--- config.mk ---
export PLATFORM = sky130hd
export DESIGN_NAME = fasta_fastq_kmer_encoder_core
export DESIGN_NICKNAME = d
export VERILOG_FILES = /design/src/sv/ffke_pkg.sv /design/src/sv/ffke_line_ctl.sv /design/src/sv/fasta_fastq_kmer_encoder_core.sv
export VERILOG_INCLUDE_DIRS = /design/src /design/src/sv
export SDC_FILE = /design/constraint.sdc
export NUM_CORES = 1
export LEC_CHECK = 0
export BUFFER_PORTS_ARGS = -buffer_cell sky130_fd_sc_hd__buf_4
export CAP_MARGIN = 20
export CORE_AREA = 2 2 174 176
export DETAILED_ROUTE_END_ITERATION = 7
export DIE_AREA = 0 0 176 178
export PLACE_DENSITY_LB_ADDON = 0.12
export SYNTH_ARGS = -nofsm -noshare
export SYNTH_HDL_FRONTEND = slang
export SYNTH_SLANG_ARGS = --single-unit
--- constraint.sdc ---
create_clock -name aclk -period 6.88 [get_ports aclk]
set_input_delay 0 -clock aclk [delete_from_list [all_inputs] [get_ports aclk]]
set_output_delay 0 -clock aclk [all_outputs]
set_load 0.05 [all_outputs]
--- src/sv/fasta_fastq_kmer_encoder_core_defines.svh ---
// ----------------------------------------------------------------------------
// fasta_fastq_kmer_encoder_core_defines
// Assertion macros shared by the k-mer encoder RTL.
// ----------------------------------------------------------------------------
`ifndef FASTA_FASTQ_KMER_ENCODER_CORE_DEFINES_SVH
`define FASTA_FASTQ_KMER_ENCODER_CORE_DEFINES_SVH

// Same-cycle implication, disabled while reset is asserted.
`define FFKE_ASSERT_NOW(label, clk, rstn, ante, cons, msg) \
    label: assert property (@(posedge clk) disable iff (!(rstn)) (ante) |-> (cons)) \
        else $error(msg);

// Next-cycle implication, disabled while reset is asserted.
`define FFKE_ASSERT_NEXT(label, clk, rstn, ante, cons, msg) \
    label: assert property (@(posedge clk) disable iff (!(rstn)) (ante) |=> (cons)) \
        else $error(msg);

`endif

--- src/sv/ffke_pkg.sv ---
// ----------------------------------------------------------------------------
// ffke_pkg
// Shared types, codes and the base lookup table of the k-mer encoder.
// ----------------------------------------------------------------------------
`timescale 1ns / 1ps

package ffke_pkg;

    localparam int MAX_KMER_DEF = 32;
    localparam int OUT_W        = 64;
    localparam int CFG_DATA_W   = 6;
    localparam int CFG_IDX_W    = 1;

    localparam logic [CFG_IDX_W-1:0] REG_KMER_LENGTH  = 1'b0;
    localparam logic [CFG_IDX_W-1:0] REG_INPUT_FORMAT = 1'b1;

    localparam logic [5:0] KMER_LENGTH_RST = 6'd31;

    localparam logic [1:0] FMT_FASTA = 2'd0;
    localparam logic [1:0] FMT_FASTQ = 2'd1;
    localparam logic [1:0] FMT_RAW   = 2'd2;

    localparam logic [7:0] CH_NL = 8'h0A;
    localparam logic [7:0] CH_GT = 8'h3E;
    localparam logic [7:0] CH_AT = 8'h40;

    typedef enum logic [4:0] {
        LS_SEQ  = 5'b00001,
        LS_HEAD = 5'b00010,
        LS_SEP  = 5'b00100,
        LS_PLUS = 5'b01000,
        LS_QUAL = 5'b10000
    } line_state_t;

    typedef struct packed {
        line_state_t line_next;
        logic        brk;
        logic        shift;
        logic [1:0]  code;
    } line_ctl_t;

    // Low five bits of a letter to its 2-bit code; bit 2 set means no base.
    function automatic logic [2:0] base_code(input logic [4:0] idx);
        logic [2:0] r;
        unique case (idx)
            5'd1:    r = 3'd0;  // A
            5'd3:    r = 3'd1;  // C
            5'd7:    r = 3'd3;  // G
            5'd20:   r = 3'd2;  // T
            default: r = 3'd4;
        endcase
        return r;
    endfunction

endpackage

--- src/sv/ffke_line_ctl.sv ---
// ----------------------------------------------------------------------------
// ffke_line_ctl
// Line-state decode: classifies one byte against the record structure of
// the selected format and decides shift, break and next line state.
// ----------------------------------------------------------------------------
`timescale 1ns / 1ps

module ffke_line_ctl (
    input  logic [7:0]             in_byte,
    input  logic                   fresh_chunk,
    input  logic [1:0]             input_format,
    input  ffke_pkg::line_state_t  line_state,
    output ffke_pkg::line_ctl_t    ctl
);

    logic                  is_fasta;
    logic                  is_fastq;
    logic                  is_nl;
    logic [2:0]            code_full;
    ffke_pkg::line_state_t st;

    assign is_fasta  = (input_format == ffke_pkg::FMT_FASTA);
    assign is_fastq  = (input_format == ffke_pkg::FMT_FASTQ);
    assign is_nl     = (in_byte == ffke_pkg::CH_NL);
    assign code_full = (in_byte[7:6] == 2'b01) ? ffke_pkg::base_code(in_byte[4:0]) : 3'd4;

    // Fold line states the current format does not have back to sequence.
    always_comb begin
        st = fresh_chunk ? ffke_pkg::LS_SEQ : line_state;
        if (!is_fastq && (st == ffke_pkg::LS_SEP || st == ffke_pkg::LS_PLUS ||
                          st == ffke_pkg::LS_QUAL)) begin
            st = ffke_pkg::LS_SEQ;
        end
        if (!is_fasta && !is_fastq && st == ffke_pkg::LS_HEAD) begin
            st = ffke_pkg::LS_SEQ;
        end
    end

    always_comb begin
        ctl.line_next = st;
        ctl.brk       = 1'b0;
        ctl.shift     = 1'b0;
        ctl.code      = code_full[1:0];
        unique case (st)
            ffke_pkg::LS_HEAD: begin
                if (is_nl) ctl.line_next = ffke_pkg::LS_SEQ;
            end
            ffke_pkg::LS_SEP: begin
                ctl.line_next = is_nl ? ffke_pkg::LS_QUAL : ffke_pkg::LS_PLUS;
            end
            ffke_pkg::LS_PLUS: begin
                if (is_nl) ctl.line_next = ffke_pkg::LS_QUAL;
            end
            ffke_pkg::LS_QUAL: begin
                if (is_nl) ctl.line_next = ffke_pkg::LS_SEQ;
            end
            default: begin
                // Sequence line.
                if (is_fasta && is_nl) begin
                    // newline inside a FASTA sequence: transparent
                end else if (is_fasta && in_byte == ffke_pkg::CH_GT) begin
                    ctl.line_next = ffke_pkg::LS_HEAD;
                    ctl.brk       = 1'b1;
                end else if (is_fastq && in_byte == ffke_pkg::CH_AT) begin
                    ctl.line_next = ffke_pkg::LS_HEAD;
                    ctl.brk       = 1'b1;
                end else if (is_fastq && is_nl) begin
                    ctl.line_next = ffke_pkg::LS_SEP;
                    ctl.brk       = 1'b1;
                end else if (code_full[2]) begin
                    ctl.brk = 1'b1;
                end else begin
                    ctl.shift = 1'b1;
                end
            end
        endcase
    end

endmodule

--- src/sv/fasta_fastq_kmer_encoder_core.sv ---
// ----------------------------------------------------------------------------
// fasta_fastq_kmer_encoder_core
// Output: the result is registered and appears in the cycle after the base byte transfers.
// Throughput: one byte per cycle while the output register is empty or draining;
// the line-state, fill count and k-mer shift registers take their next values combinationally.
// Reset: aresetn low (sync) empties the output register, clears fill and k-mers,
// returns to start of record, kmer_length 31, input_format FASTA.
// ----------------------------------------------------------------------------
`timescale 1ns / 1ps
`include "fasta_fastq_kmer_encoder_core_defines.svh"

module fasta_fastq_kmer_encoder_core #(
    parameter int MAX_KMER = ffke_pkg::MAX_KMER_DEF
) (
    input  logic                            aclk,
    input  logic                            aresetn,

    // configuration write port
    input  logic                            cfg_we,
    input  logic [ffke_pkg::CFG_IDX_W-1:0]  cfg_index,
    input  logic [ffke_pkg::CFG_DATA_W-1:0] cfg_wdata,

    // byte stream in
    input  logic                            s_valid,
    output logic                            s_ready,
    input  logic [7:0]                      s_in_byte,
    input  logic                            s_fresh_chunk,

    // k-mer results out
    output logic                            m_valid,
    input  logic                            m_ready,
    output logic [ffke_pkg::OUT_W-1:0]      m_forward_kmer,
    output logic [ffke_pkg::OUT_W-1:0]      m_reverse_kmer
);

    // Width of one k-mer register, width of a base count, width of a shift.
    localparam int KW  = 2 * MAX_KMER;
    localparam int KCW = $clog2(MAX_KMER + 1);
    localparam int SW  = KCW + 1;

    // ------------------------------------------------------------------
    // Configuration registers
    // ------------------------------------------------------------------
    logic [5:0] kmer_length_reg;
    logic [1:0] input_format_reg;

    always_ff @(posedge aclk) begin
        if (!aresetn) begin
            kmer_length_reg  <= ffke_pkg::KMER_LENGTH_RST;
            input_format_reg <= ffke_pkg::FMT_FASTA;
        end else if (cfg_we) begin
            unique case (cfg_index)
                ffke_pkg::REG_KMER_LENGTH:  kmer_length_reg  <= cfg_wdata[5:0];
                ffke_pkg::REG_INPUT_FORMAT: input_format_reg <= cfg_wdata[1:0];
                default: ;
            endcase
        end
    end

    // Clamp the programmed length: zero acts as one, oversize as MAX_KMER.
    logic [KCW-1:0] k_eff;

    always_comb begin
        if (kmer_length_reg == 6'd0) begin
            k_eff = KCW'(1);
        end else if (kmer_length_reg > 6'(MAX_KMER)) begin
            k_eff = KCW'(MAX_KMER);
        end else begin
            k_eff = KCW'(kmer_length_reg);
        end
    end

    // ------------------------------------------------------------------
    // Handshake: the output register parts the two sides, so accept a new
    // byte whenever that register is empty or being drained this cycle.
    // ------------------------------------------------------------------
    logic s_xfer;
    logic m_valid_reg;

    assign s_ready = !m_valid_reg || m_ready;
    assign s_xfer  = s_valid && s_ready;

    // ------------------------------------------------------------------
    // Record structure decode
    // ------------------------------------------------------------------
    ffke_pkg::line_state_t line_state_reg;
    ffke_pkg::line_ctl_t   ctl;

    ffke_line_ctl u_line_ctl (
        .in_byte      (s_in_byte),
        .fresh_chunk  (s_fresh_chunk),
        .input_format (input_format_reg),
        .line_state   (line_state_reg),
        .ctl          (ctl)
    );

    // ------------------------------------------------------------------
    // Fill count and k-mer shift registers
    // ------------------------------------------------------------------
    logic [KCW-1:0] fill_reg;
    logic [KCW-1:0] fill_base;
    logic [KCW-1:0] fill_inc;
    logic [KCW-1:0] fill_next;
    logic [KW-1:0]  fwd_reg;
    logic [KW-1:0]  rev_reg;
    logic [KW+1:0]  fwd_cat;
    logic [KW+1:0]  rev_cat;
    logic [KW-1:0]  fwd_next;
    logic [KW-1:0]  rev_next;
    logic           emit;

    // A fresh chunk restarts the fill before the byte is handled.
    assign fill_base = s_fresh_chunk ? '0 : fill_reg;
    // Saturate at MAX_KMER so the count never wraps.
    assign fill_inc  = (fill_base < KCW'(MAX_KMER)) ? fill_base + KCW'(1) : fill_base;

    always_comb begin
        if (ctl.brk) begin
            fill_next = '0;
        end else if (ctl.shift) begin
            fill_next = fill_inc;
        end else begin
            fill_next = fill_base;
        end
    end

    // Newest base enters the forward k-mer at the low end and, complemented,
    // the reverse k-mer at the high end.
    assign fwd_cat  = {fwd_reg, ctl.code};
    assign rev_cat  = {ctl.code ^ 2'b10, rev_reg};
    assign fwd_next = fwd_cat[KW-1:0];
    assign rev_next = rev_cat[KW+1:2];

    assign emit = ctl.shift && (fill_inc >= k_eff);

    always_ff @(posedge aclk) begin
        if (!aresetn) begin
            line_state_reg <= ffke_pkg::LS_SEQ;
            fill_reg       <= '0;
            fwd_reg        <= '0;
            rev_reg        <= '0;
        end else if (s_xfer) begin
            line_state_reg <= ctl.line_next;
            fill_reg       <= fill_next;
            if (ctl.shift) begin
                fwd_reg <= fwd_next;
                rev_reg <= rev_next;
            end
        end
    end

    // ------------------------------------------------------------------
    // Result formatting: mask the forward k-mer to 2k bits and right-align
    // the reverse k-mer by dropping the stale low bases.
    // ------------------------------------------------------------------
    logic [KW-1:0] fwd_mask;
    logic [SW-1:0] rev_shamt;
    logic [KW-1:0] fwd_out;
    logic [KW-1:0] rev_out;

    always_comb begin
        for (int j = 0; j < KW; j++) begin
            fwd_mask[j] = ((j >> 1) < int'(k_eff));
        end
    end

    assign rev_shamt = SW'(KW) - {k_eff, 1'b0};
    assign fwd_out   = fwd_next & fwd_mask;
    assign rev_out   = rev_next >> rev_shamt;

    // ------------------------------------------------------------------
    // Output register: load on a base that completes a k-mer, drop valid
    // once the result transfers.
    // ------------------------------------------------------------------
    logic [KW-1:0] m_fwd_reg;
    logic [KW-1:0] m_rev_reg;
    logic          m_valid_next;

    always_comb begin
        if (s_xfer) begin
            m_valid_next = emit;
        end else if (m_ready) begin
            m_valid_next = 1'b0;
        end else begin
            m_valid_next = m_valid_reg;
        end
    end

    always_ff @(posedge aclk) begin
        if (!aresetn) begin
            m_valid_reg <= 1'b0;
        end else begin
            m_valid_reg <= m_valid_next;
        end
    end

    always_ff @(posedge aclk) begin
        if (s_xfer && emit) begin
            m_fwd_reg <= fwd_out;
            m_rev_reg <= rev_out;
        end
    end

    assign m_valid        = m_valid_reg;
    assign m_forward_kmer = ffke_pkg::OUT_W'(m_fwd_reg);
    assign m_reverse_kmer = ffke_pkg::OUT_W'(m_rev_reg);

    // ------------------------------------------------------------------
    // Assertions
    // ------------------------------------------------------------------
    // A byte that completes no k-mer leaves nothing in the output register.
    `FFKE_ASSERT_NEXT(a_no_spurious_result, aclk, aresetn, s_xfer && !emit, !m_valid_reg, "result without a completed k-mer")
    // A break always restarts the fill.
    `FFKE_ASSERT_NEXT(a_break_clears_fill, aclk, aresetn, s_xfer && ctl.brk, fill_reg == '0, "fill not cleared on break")
    // Shift and break never both fire for one byte.
    `FFKE_ASSERT_NOW(a_shift_xor_break, aclk, aresetn, s_xfer, !(ctl.shift && ctl.brk), "byte both shifted and broke the k-mer")
    // The fill count saturates at the maximum k-mer length.
    `FFKE_ASSERT_NOW(a_fill_bounded, aclk, aresetn, 1'b1, fill_reg <= KCW'(MAX_KMER), "fill count above maximum")

endmodule

==> qor.yml <==
drcViolationCount: 0
synth_area_per_cell_sq_um: 9.28
cp-start-kind: "flop"
area_delta_synth_final_pct: 19.8
grt_usage: 0.248
cts_setup_buffers: 0
fin_nets: 1553
drive_above_1_share: 0.163
grt_max_degree: 99
layout_min_cycle_time_ns: 5.09
clock_latency_ns: 0.55
ctsResizeCount: 0
irDropWorstVdd_mv: 0.173
cap_violations: 0
drv_slew: 0
syn_inst: 1415
fin_cells: 1934
cts_root_buffer: "clkbuf_16"
hold_viol_final: 0
numCtsBuffers: 27
htree_levels: 1
cts_max_path_buffers: 3
worst_pin_slew_ns: 1.10
synth-seq-cells: 241
cts_tree: "built"
ant_nets: 0
worst-path-max-fanout: 28
start_util: 0.447
wl_mm: 39.5
fillers: 2648
critPathArrivalTime_ns: 5.34
multi_input_area_sq_um: 6550
swShare: 0.255
n_antenna_cell: 0
status: "finished clean"
grt_pass1_vias: 10400
endpoint_kind: "flop"
skew_ns: 0.0199
hold_class: "primary input to flop"
period_share: 0.739
grt_pass1_wl_mm: 60.9
synth_top_area_share: 0.293
synth_seq_area_share: 0.465
place_hpwl_mm: 27.7
p_int_mw: 2.71
p_clk_frac: 0.439
portBuffers: 150
die-height_microns: 178
seqPwrFrac: 0.422
clk_pin_slew_ns: 0.06
synth_area_leader_cell: "edfxtp_1"
leakage_nw: 5.97
rsz0062_at_grt: "false"
yosys_warnings: 0
firstDrtPassIters: 6
slew_headroom: 0.267
ys_types: 77
coreArea_sq_um: 29400
antenna_found_initial: 0
grt_overflow: 0
wl_per_cell_microns: 20.4
die_x_microns: 176
dp_cells: 1857
async_flop_share: 0
crit_type: "flop to flop"
syn_area_sq_um: 13100
synth_area_leaders: "edfxtp_1, dfxtp_1, mux2i_1, nand2_1, a21boi_0"
worst_hold_slack_ns: 0.0347
globalplace.congestion: 0.997
setup_violations: 0
cellPowerDensity_nw_per_um2: 231
cts_sinks: 241
layout.cells.most_common: "nand2_1"
comb_power_share: 0.140
vias_per_cell: 5.73
vias: 11100
mostFrequentLayoutCells: "nand2_1, buf_4, edfxtp_1, mux2i_1, dfxtp_1"
synth_nets: 1445
drt_iter0_drc: 1193
timing.fmax_mhz: 197
setup-tns-final_ns: 0
required_ns: 7.13
ff_latch_area_sq_um: 6110
synthFlopType: "edfxtp_1"
fp-row-count: 63
synth_edf_count: 128
boundaryPins: 151
finalPower_mw: 3.63
p_sw_uw: 925
fp.dieArea_sq_um: 31300
kinds of logic (layout without fill, tap and decap cells):
| logic type | Yosys count | count (layout) | synth area share |
|---|---|---|---|
| fa+ha+maj | 9 | 9 | 0.00857 |
| compound gates | 329 | 329 | 0.180 |
| flops | 241 | 241 | 0.465 |
| mux | 128 | 128 | 0.104 |
| xor+xnor | 7 | 7 | 0.00467 |
| simple gates | 570 | 570 | 0.198 |
| buf+inv | 131 | 260 | 0.0402 |
cell usage after synthesis (4+ instances only):
library cell and count:
a31oi_1 11, clkbuf_1 93, o21ai_0 32, a21boi_0 100, nand2b_1 8, nor2_1 77, dfxtp_1 113, nor2b_1 58
nand3_1 30, or2_2 9, a22oi_1 10, mux2i_1 116, ha_1 9, edfxtp_1 128, inv_1 11, or3_1 11
a222oi_1 6, o221ai_1 9, o211ai_1 8, o22a_1 4, a21o_1 6, a22o_1 10, nor3_1 39, and2_1 23
mux2_2 6, a221oi_1 5, o22ai_1 20, a21oi_1 48, buf_2 11, a32o_1 9, xnor2_1 4, and3_1 8
buf_1 10, a211oi_1 7, nand2_1 285, mux4_2 6, o21a_1 7, nor4_1 6
power by group through the flow:
stage	Clock, mW	Sequential, mW	Combinational, mW
after floorplan	0	1.55	0.357
after global placement	0	1.56	0.485
after detailed placement	0	1.56	0.484
after CTS	1.63	1.53	0.496
after global routing	1.68	1.53	0.544
final	1.59	1.53	0.507
cell type report:
type	count	share of cell area
flip-flops and latches	241	0.388
well taps	390	0.0310
clock buffers	33	0.0456
repair buffers	197	0.0983
inverters	13	0.00342
clock inverters	17	0.0174
multi-input cells	1043	0.416
repair_timing:
action | CTS | global route
hold endpoints to repair | 30 | 0
hold buffers | 27 | 0
setup endpoints to repair | 0 | 0
through the flow:
stage | area [sq um] | setup WS, ns | util
after floorplan | 13100 | 1.63 | -
after global placement | 14500 | 2.07 | 0.492
after detailed placement | 14500 | 1.90 | 0.492
after CTS | 15700 | 1.88 | 0.535
after global routing | 15700 | 1.41 | 0.535
final | 15700 | 1.79 | 0.535
critical path: stages, from the launching register on:
cell and delay, ns:
dfxtp_1 0.52, or4_4 0.72, a21oi_2 0.25, buf_4 0.39, ha_1 0.92, inv_1 0.28
buf_4 0.34, nand2_1 0.45, o22ai_1 0.20, a222oi_1 0.50, a222oi_1 0.18
final timing paths:
path,from,endpoint,slack (ns),depth (start not counted)
setup / recovery,kmer_length_reg[2],m_reverse_kmer[9],1.79,10
hold / removal,s_in_byte[5],fill_reg[0],0.03,6
setup reg to reg,kmer_length_reg[2],m_reverse_kmer[9],1.79,10
hold reg to reg,fwd_reg[61],fwd_reg[61],0.46,2
per-layer routing:
layer	track usage	part of all wire	vias up
met5	0	0	-
met4	0.0668	0.024	0
met3	0.0382	0.073	65
met2	0.380	0.44	449
met1	0.365	0.47	5247
li1	-	-	5319
No activity file was read; power rests on OpenSTA's default activity.
